==> config.mk <==
export PLATFORM = sky130hd
export DESIGN_NAME = telemetry_frame_builder
export DESIGN_NICKNAME = d
export VERILOG_FILES = /design/src/hdl/tfb_pkg.sv /design/src/hdl/telemetry_frame_builder.sv
export SDC_FILE = /design/constraint.sdc
export NUM_CORES = 1
export LEC_CHECK = 0
export ABC_AREA = 0
export BUFFER_PORTS_ARGS = -buffer_cell sky130_fd_sc_hd__buf_4
export CAP_MARGIN = 20
export CORE_MARGIN = 8
export CORE_UTILIZATION = 59
export DETAILED_ROUTE_END_ITERATION = 6
export PLACE_DENSITY = 0.77
export SYNTH_ARGS = -nofsm -noshare
export SYNTH_HDL_FRONTEND = slang
export SYNTH_SLANG_ARGS = --single-unit
==> constraint.sdc <==
create_clock -name clk -period 4.6 [get_ports clk]
set_input_delay 0.92 -clock clk [delete_from_list [all_inputs] [get_ports clk]]
set_output_delay 0.92 -clock clk [all_outputs]
set_load 0.05 [all_outputs]
==> src/hdl/tfb_pkg.sv <==
// ----------------------------------------------------------------------------
// tfb_pkg
// Shared types and constants for the telemetry frame builder.
// ----------------------------------------------------------------------------
package tfb_pkg;

	typedef logic [7:0] byte_t;
	typedef logic [3:0] pos_t;

	localparam int unsigned MAX_RECORDS = 255;
	localparam int unsigned FRAME_BYTES = 13;
	localparam int unsigned LEN_W       = 11;

	// configuration register indexes
	localparam logic [1:0] REG_RECORD_COUNT = 2'd0;
	localparam logic [1:0] REG_START_BYTE   = 2'd1;
	localparam logic [1:0] REG_END_BYTE     = 2'd2;

	// byte positions within one item's run
	localparam pos_t POS_START  = 4'd0;
	localparam pos_t POS_RECORD = 4'd4;
	localparam pos_t POS_VAL_HI = 4'd10;
	localparam pos_t POS_XOR    = 4'd11;
	localparam pos_t POS_END    = 4'd12;

	localparam byte_t BYTE_MASK = 8'hFF;

endpackage

==> src/hdl/telemetry_frame_builder.sv <==
// ----------------------------------------------------------------------------
// telemetry_frame_builder
// Turns tag records into a byte frame with header, checksum and end marker.
// ----------------------------------------------------------------------------
// Usage:
//   Input channel (in_valid/in_stall) takes one record per transaction:
//   tag_id, quality, sample_value. Output channel (out_valid/out_stall)
//   gives one frame byte per transaction with frame_end and run_last flags.
//   The first record of a frame is preceded by start byte, 16-bit
//   little-endian length and count byte; the last record is followed by the
//   XOR checksum and the end byte.
//   The first byte of a record goes from the record stage into the output
//   register; the record stage is loaded when the record is accepted.
//   One byte per cycle leaves the output register while out_stall is low;
//   a record gives 7 bytes, 11 when it opens a frame, 9 when it closes one,
//   13 when it does both. The next record is accepted in the cycle its
//   predecessor's last byte enters the output register.
//   The user must write configuration (wr_en/wr_index/wr_data) only while
//   idle; the block itself does not enforce this.
//   Reset clears the frame state and loads count 1, start 0x02, end 0x03.
//   A stalled receiver holds the output byte; the record stage then fills
//   and in_stall rises.
// ----------------------------------------------------------------------------
module telemetry_frame_builder (
	input  logic               clk,
	input  logic               arst_n,
	input  logic               wr_en,
	input  logic [1:0]         wr_index,
	input  logic [7:0]         wr_data,
	input  logic               in_valid,
	output logic               in_stall,
	input  logic [15:0]        tag_id,
	input  logic [7:0]         quality,
	input  logic signed [31:0] sample_value,
	output logic               out_valid,
	input  logic               out_stall,
	output logic [7:0]         out_byte,
	output logic               frame_end,
	output logic               run_last
);

	tfb_pkg::byte_t record_count_q, start_byte_q, end_byte_q;
	tfb_pkg::byte_t record_index_q, running_xor_q;

	tfb_pkg::byte_t bytes_s1 [tfb_pkg::FRAME_BYTES];
	logic           valid_s1;
	logic           close_s1;
	tfb_pkg::pos_t  pos_q;

	tfb_pkg::byte_t bytes_d [tfb_pkg::FRAME_BYTES];
	tfb_pkg::byte_t cnt;
	logic [tfb_pkg::LEN_W-1:0] len;
	logic           hdr, close_d;
	tfb_pkg::byte_t xor_d;
	logic           accept, load, last_pos;

	// effective count
	always_comb begin
		cnt = record_count_q;
		if (cnt == 8'd0)
			cnt = 8'd1;
		if ({1'b0, cnt} > 9'(tfb_pkg::MAX_RECORDS))
			cnt = 8'(tfb_pkg::MAX_RECORDS);
	end

	always_comb begin
		hdr     = (record_index_q == 8'd0);
		len     = ({cnt, 3'b000} - {3'b000, cnt}) + 11'd1;
		close_d = ({1'b0, record_index_q} + 9'd1) >= {1'b0, cnt};
		bytes_d[0]  = start_byte_q;
		bytes_d[1]  = len[7:0];
		bytes_d[2]  = {5'b00000, len[10:8]};
		bytes_d[3]  = cnt;
		bytes_d[4]  = tag_id[7:0];
		bytes_d[5]  = tag_id[15:8];
		bytes_d[6]  = quality;
		bytes_d[7]  = sample_value[7:0];
		bytes_d[8]  = sample_value[15:8];
		bytes_d[9]  = sample_value[23:16];
		bytes_d[10] = sample_value[31:24];
		xor_d = hdr ? (bytes_d[1] ^ bytes_d[2] ^ bytes_d[3]) : running_xor_q;
		xor_d = xor_d ^ bytes_d[4] ^ bytes_d[5] ^ bytes_d[6] ^ bytes_d[7]
		      ^ bytes_d[8] ^ bytes_d[9] ^ bytes_d[10];
		bytes_d[11] = xor_d & tfb_pkg::BYTE_MASK;
		bytes_d[12] = end_byte_q;
	end

	always_comb begin
		last_pos = close_s1 ? (pos_q == tfb_pkg::POS_END) : (pos_q == tfb_pkg::POS_VAL_HI);
		load     = valid_s1 && (!out_valid || !out_stall);
		in_stall = valid_s1 && !(load && last_pos);
		accept   = in_valid && !in_stall;
	end

	always_ff @(posedge clk or negedge arst_n) begin
		if (!arst_n) begin
			record_count_q <= 8'd1;
			start_byte_q   <= 8'd2;
			end_byte_q     <= 8'd3;
		end else if (wr_en) begin
			case (wr_index)
				tfb_pkg::REG_RECORD_COUNT: record_count_q <= wr_data;
				tfb_pkg::REG_START_BYTE:   start_byte_q   <= wr_data;
				tfb_pkg::REG_END_BYTE:     end_byte_q     <= wr_data;
				default: ;
			endcase
		end
	end

	always_ff @(posedge clk or negedge arst_n) begin
		if (!arst_n) begin
			record_index_q <= 8'd0;
			running_xor_q  <= 8'd0;
			valid_s1       <= 1'b0;
			pos_q          <= tfb_pkg::POS_START;
			out_valid      <= 1'b0;
		end else begin
			if (accept) begin
				record_index_q <= close_d ? 8'd0 : record_index_q + 8'd1;
				running_xor_q  <= close_d ? 8'd0 : xor_d;
				valid_s1       <= 1'b1;
				pos_q          <= hdr ? tfb_pkg::POS_START : tfb_pkg::POS_RECORD;
			end else if (load) begin
				pos_q <= pos_q + 4'd1;
				if (last_pos)
					valid_s1 <= 1'b0;
			end
			if (load)
				out_valid <= 1'b1;
			else if (!out_stall)
				out_valid <= 1'b0;
		end
	end

	always_ff @(posedge clk) begin
		if (accept) begin
			bytes_s1 <= bytes_d;
			close_s1 <= close_d;
		end
		if (load) begin
			out_byte  <= bytes_s1[pos_q];
			frame_end <= (pos_q == tfb_pkg::POS_END);
			run_last  <= last_pos;
		end
	end

endmodule

* Word level (Yosys, flattened, before mapping)
Cells that the tools add are included.
** Operators by class
- Add/sub/neg operators :: 5
- $lt $le $gt $ge :: 2
- Equality and inequality tests :: 5
- Muxes and demuxes :: 16
- Bitwise logic cells :: 10
- Reduce and logical (&&, ||, !) cells :: 18
** Operators by type and width (number)
- bitwise XOR 8 bit :: 8
- two-way mux 8 bit :: 6
- binary-select mux 8 bit (select 4 bit) :: 1
- zero test 8 bit :: 2
- adder 11 x 1 -> 11 bit (second input constant) :: 1
- subtractor 11 x 8 -> 11 bit :: 1
- adder 8 x 1 -> 9 bit (second input constant) :: 1
- greater-or-equal comparator 9 x 8 -> 1 bit :: 1
- adder 8 x 1 -> 8 bit (second input constant) :: 1
- == test 4 bit (second input constant) :: 2
- two-way mux 4 bit :: 2
- AND reduction 2 bit :: 4
- bitwise XOR 8 x 3 -> 8 bit :: 1
- two-way mux 1 bit :: 6
- greater-or-equal comparator 5 bit (second input constant) :: 1
- NOT 4 -> 5 bit :: 1
- adder 4 x 1 -> 4 bit (second input constant) :: 1
- logical AND 1 bit :: 4
- zero test 1 bit :: 4
- nonzero test 2 bit :: 2
- two-way mux 3 bit :: 1
- == test 2 x 1 -> 1 bit (second input constant) :: 1
- == test 2 bit (second input constant) :: 1
- zero test 2 bit :: 1
- 2 further kinds :: 2
** Word-level totals
- Bits in registers :: 156
- Input port bits :: 71
- Output and inout bits :: 12
- Word-level logic and storage cells :: 81

* Depth between registers and ports, before layout
- Depth in word-level cells :: 15
- Depth in mapped cells :: 13
- Gate-level depth less buffers :: 11

* Worst setup path after synthesis
No wires, ideal clock.
- Path kind :: register -> register
- Start point :: reg pos_q[0]
- End point :: reg bytes_s1[0] (netlist name) (enable)
- Setup time :: 0.455 ns
- Arrival :: 3.756 ns
- Data required time :: 4.145 ns
- Setup slack :: 0.389 ns
- Stages on the path, launching flop included :: 10
- Buffers on the path :: 3
- Period minus slack after synthesis :: 4.211 ns
- Cells stage by stage :: dfrtp_1 -> buf_2 -> buf_1 -> inv_1 -> ha_1 -> nor3b_1 -> o21ai_0 -> a2bb2oi_1 -> clkbuf_1 -> inv_1
** On the way
- Word-level cells in the longest chain between the ends :: 7
- Elaborated cells on any way between the ends :: 8
- Classes of those cells :: 2 x eq/ne; 1 x mux; 5 x reduce/logical
** RTL lines
- from (decl) :: RTL line telemetry_frame_builder.sv:48 : tfb_pkg::pos_t pos_q;
- from (signal assigned) :: RTL line telemetry_frame_builder.sv:115 : pos_q <= tfb_pkg::POS_START;
- from (signal assigned) :: RTL line telemetry_frame_builder.sv:122 : pos_q <= hdr ? tfb_pkg::POS_START : tfb_pkg::POS_RECORD;
- from (signal assigned) :: RTL line telemetry_frame_builder.sv:124 : pos_q <= pos_q + 4'd1;
- == test 4 bit :: RTL line telemetry_frame_builder.sv:89 : last_pos = close_s1 ? (pos_q == tfb_pkg::POS_END) : (pos_q == tfb_pkg::POS_VAL_HI);
- two-way mux 1 bit * :: RTL line telemetry_frame_builder.sv:89
- logical AND 1 bit * :: RTL line telemetry_frame_builder.sv:91 : in_stall = valid_s1 && !(load && last_pos);
- zero test 1 bit * :: RTL line telemetry_frame_builder.sv:91
- logical AND 1 bit * :: RTL line telemetry_frame_builder.sv:91
- zero test 1 bit * :: RTL line telemetry_frame_builder.sv:92 : accept = in_valid && !in_stall;
- logical AND 1 bit * :: RTL line telemetry_frame_builder.sv:92
- named net accept :: RTL line telemetry_frame_builder.sv:55 : logic accept, load, last_pos;
- to (signal assigned) :: RTL line telemetry_frame_builder.sv:137 : bytes_s1 <= bytes_d;
- to (decl) :: RTL line telemetry_frame_builder.sv:45 : tfb_pkg::byte_t bytes_s1 [tfb_pkg::FRAME_BYTES];
Mark *: on every way through the listed nets, which the timed path passes. The rest lies on a longest branch.
A chain may end at the register's enable or synchronous reset.

* Worst setup path after layout
- Start point :: reg pos_q[1]
- End point :: out in_stall
** On the way
- Word-level cells in the longest chain between the ends :: 5
- Elaborated cells on any way between the ends :: 6
- Classes of those cells :: 2 x eq/ne; 1 x mux; 3 x reduce/logical
** RTL lines
- == test 4 bit :: RTL line telemetry_frame_builder.sv:89
- two-way mux 1 bit * :: RTL line telemetry_frame_builder.sv:89
- named net last_pos :: RTL line telemetry_frame_builder.sv:55
- logical AND 1 bit * :: RTL line telemetry_frame_builder.sv:91
- zero test 1 bit * :: RTL line telemetry_frame_builder.sv:91
- logical AND 1 bit * :: RTL line telemetry_frame_builder.sv:91
- to (decl) :: RTL line telemetry_frame_builder.sv:31 : output logic in_stall,
Marks and branches as above.

==> flow_summary.ini <==
[grt]
grt_pass1_wl_mm = 24.8
antenna_found_initial = 0
grt_util_all_layers_pct = 20.3
grt_max_degree = 79
gr-total-overflow = 0
grt_pass1_vias = 4755

[layout]
fin_area_um2 = 8760
antenna_cells = 0
drive_above_1_share_pct = 27.2
syn2layout_area_growth_pct = 19.6
fillers = 778
layout_commonest_cell = edfxtp_1
nets = 690
utilization_pct = 72.7
final_cell_mix = edfxtp_1 (109), buf_4 (89), xnor2_1 (57), dfrtp_1 (42), o21ai_0 (33)

[routing]
vias_per_cell = 5.79
vias = 4526
drc = 0
drt.antenna.violating_nets = 0
dr.pass1.iters = 5
wl_per_cell_um = 20.3
routed_wl_mm = 15.9
first_iter_violations = 302

[floorplan]
ios = 83
rows = 40
core_um2 = 12100
dieArea_um2 = 16200
initial_core_util_pct = 60.7
die_y_um = 127
fp.dieW_um = 127

[synthesis]
synth.distinct_cells = 53
synth_edf_count = 109
ys_warn_count = 0
async_flop_share_pct = 29.7
ys_seq_area_share_pct = 60.5
synth-seq-cells = 155
yosys.area.top_type = edfxtp_1
syn_area_um2 = 7330
synth.avg_cell_area_um2 = 14.2
netlist.area_leader.share_pct = 44.7
synthTopCellsByArea = edfxtp_1 (45%), dfrtp_1 (14%), xnor2_1 (6.8%)
synth_fp_nets = 605
syn_inst = 516
synth_flop_cell = edfxtp_1

[sta]
finalCriticalPeriod_ps = 3430
timing.hold.ws_ps = 442
rsz0062_at_grt = no
fin_setup_tns_ps = 0
hold_viol_final = 0
finalSetupViolCount = 0
timing.final.max_slew_violations = 0
fin_crit_sh_pct = 74.6
worstMarginPinSlew_ps = 1000
relSlewSlack_pct = 33.2
skew_ps = 6.21
max_freq_mhz = 291

[placed_design]
dpl.hpwl_mm = 11.0
port_buffers = 82
gp_congestion = 0.923
place_area_um2 = 8140

[clock_network]
cts_setup_buffers = 0
htree_num_levels = 4
tritoncts = yes
holdBufCountCts = 0
cts_resized = 0
cts_sinks = 155
clk_pin_slew_worst_paths_ps = 60
cts-root-buf = clkbuf_16
clkLatencyLatePin_ps = 420
cts_buffers = 17
cts_buffer_depth = 2

[setup_path]
cpMaxStageDelayCell = dfrtp_1
end_kind = primary output
path_max_fanout = 12
startpoint_type = register
crit_type = reg -> out
crit_top_cell = inv_1
path_cells = inv_1, ha_1, and3_1, o21ai_0, inv_1, a21oi_1, buf_4
worstPathArrival_ps = 2510
cp.required_ps = 3680
cpPeakStageDelay_ps = 730

[power]
power_density_nw_per_um2 = 585
irDropWorstVdd_v = 0.000337
leakagePower_nw = 3.38

[min_path]
hp-class = reg -> reg

[run_status]
status = finished, final reports clean

[run]
cap_violations = 0
area by class of cell:
cell class	count	area, um^2	share of cell area, %
Sequential cell	155	4430	50.5
Multi-Input combinational cell	319	2740	31.2
Timing Repair Buffer	92	711	8.11
Clock buffer	24	502	5.73
Tap cell	168	210	2.40
Clock inverter	8	113	1.28
Inverter	16	62.6	0.714
stage by stage:
stage | total power, mW | cells | setup WS (ps)
floorplan | 3.20 | 516 | 389
CTS | 5.12 | 781 | 1150
global route | 5.34 | 782 | 929
detailed placement | 3.68 | 749 | 1500
finish | 5.12 | 782 | 1170
global placement | 3.61 | 748 | 1430
kinds of logic (layout without fill, tap and decap cells):
group           count (synthesis)  after routing  share of synthesized area [%]
compound gates                 82             82                           7.31
fa+ha+maj                      19             19                           3.21
buf+inv                        42            140                           2.29
simple gates                   85             85                           5.82
flops                         155            155                           60.5
mux                            53             53                           10.6
xor+xnor                       80             80                           10.3
cell usage after synthesis (all sizes together), types with 2 or more instances:
cell type / count
mux4: 18
or4: 2
a22o: 9
and3: 4
edfxtp: 109
or3b: 2
or2: 2
buf: 7
o21a: 2
a31oi: 2
o21ai: 36
o2bb2ai: 2
nor3: 8
and2: 2
inv: 16
nor2: 18
dfstp: 4
a221oi: 3
xor2: 19
nor3b: 3
a211o: 2
dfrtp: 42
clkbuf: 19
mux2: 17
o211ai: 3
xnor2: 57
ha: 18
mux2i: 18
a21oi: 7
nand2: 30
nor2b: 2
nand3: 6
a2bb2oi: 2
nand3b: 2
xnor3: 4
a22oi: 8
registers in the layout, summed over array words and instances (netlist names):
signal,cells
frame_end,1
record_count_q,8
end_byte_q,8
start_byte_q,8
pos_q,4
run_last,1
bytes_s1,98
running_xor_q,8
record_index_q,8
valid_s1,1
close_s1,1
out_byte,8
out_valid,1
power breakdown:
group | total (mW) | leakage, nW | internal, mW | switching, mW
clock network | 1.44 | 0.305 | 0.919 | 0.523
registers | 1.97 | 1.54 | 1.79 | 0.184
logic | 1.71 | 1.54 | 0.751 | 0.962
final timing paths:
path,startpoint,end,slack (ps),cells after the start
max,pos_q[1],in_stall,1170,7
min,end_byte_q[6],bytes_s1[6],440,0
max reg2reg,record_count_q[3],bytes_s1[10],1360,9
min reg2reg,end_byte_q[6],bytes_s1[6],440,0
max in group asynchronous,arst_n,end_byte_q[2],3650,1
min in group asynchronous,arst_n,pos_q[0],510,1
layer usage:
metal / wire (um) / vias up / track usage (%)
met5: 0 / - / 0
met1: 6440 / 2269 / 24.3
met3: 870 / 37 / 4.74
met4: 361 / 0 / 9.24
met2: 8180 / 137 / 34.1
li1: - / 2083 / -
worst max-delay path: cells and delay by family, from the launching register on:
kind | cells | cell delay (ps)
fa+ha+maj | 1 | 230
simple gates | 1 | 160
buf+inv | 3 | 490
flops | 1 | 730
compound gates | 2 | 480
(Power assumes the default switching activity.)
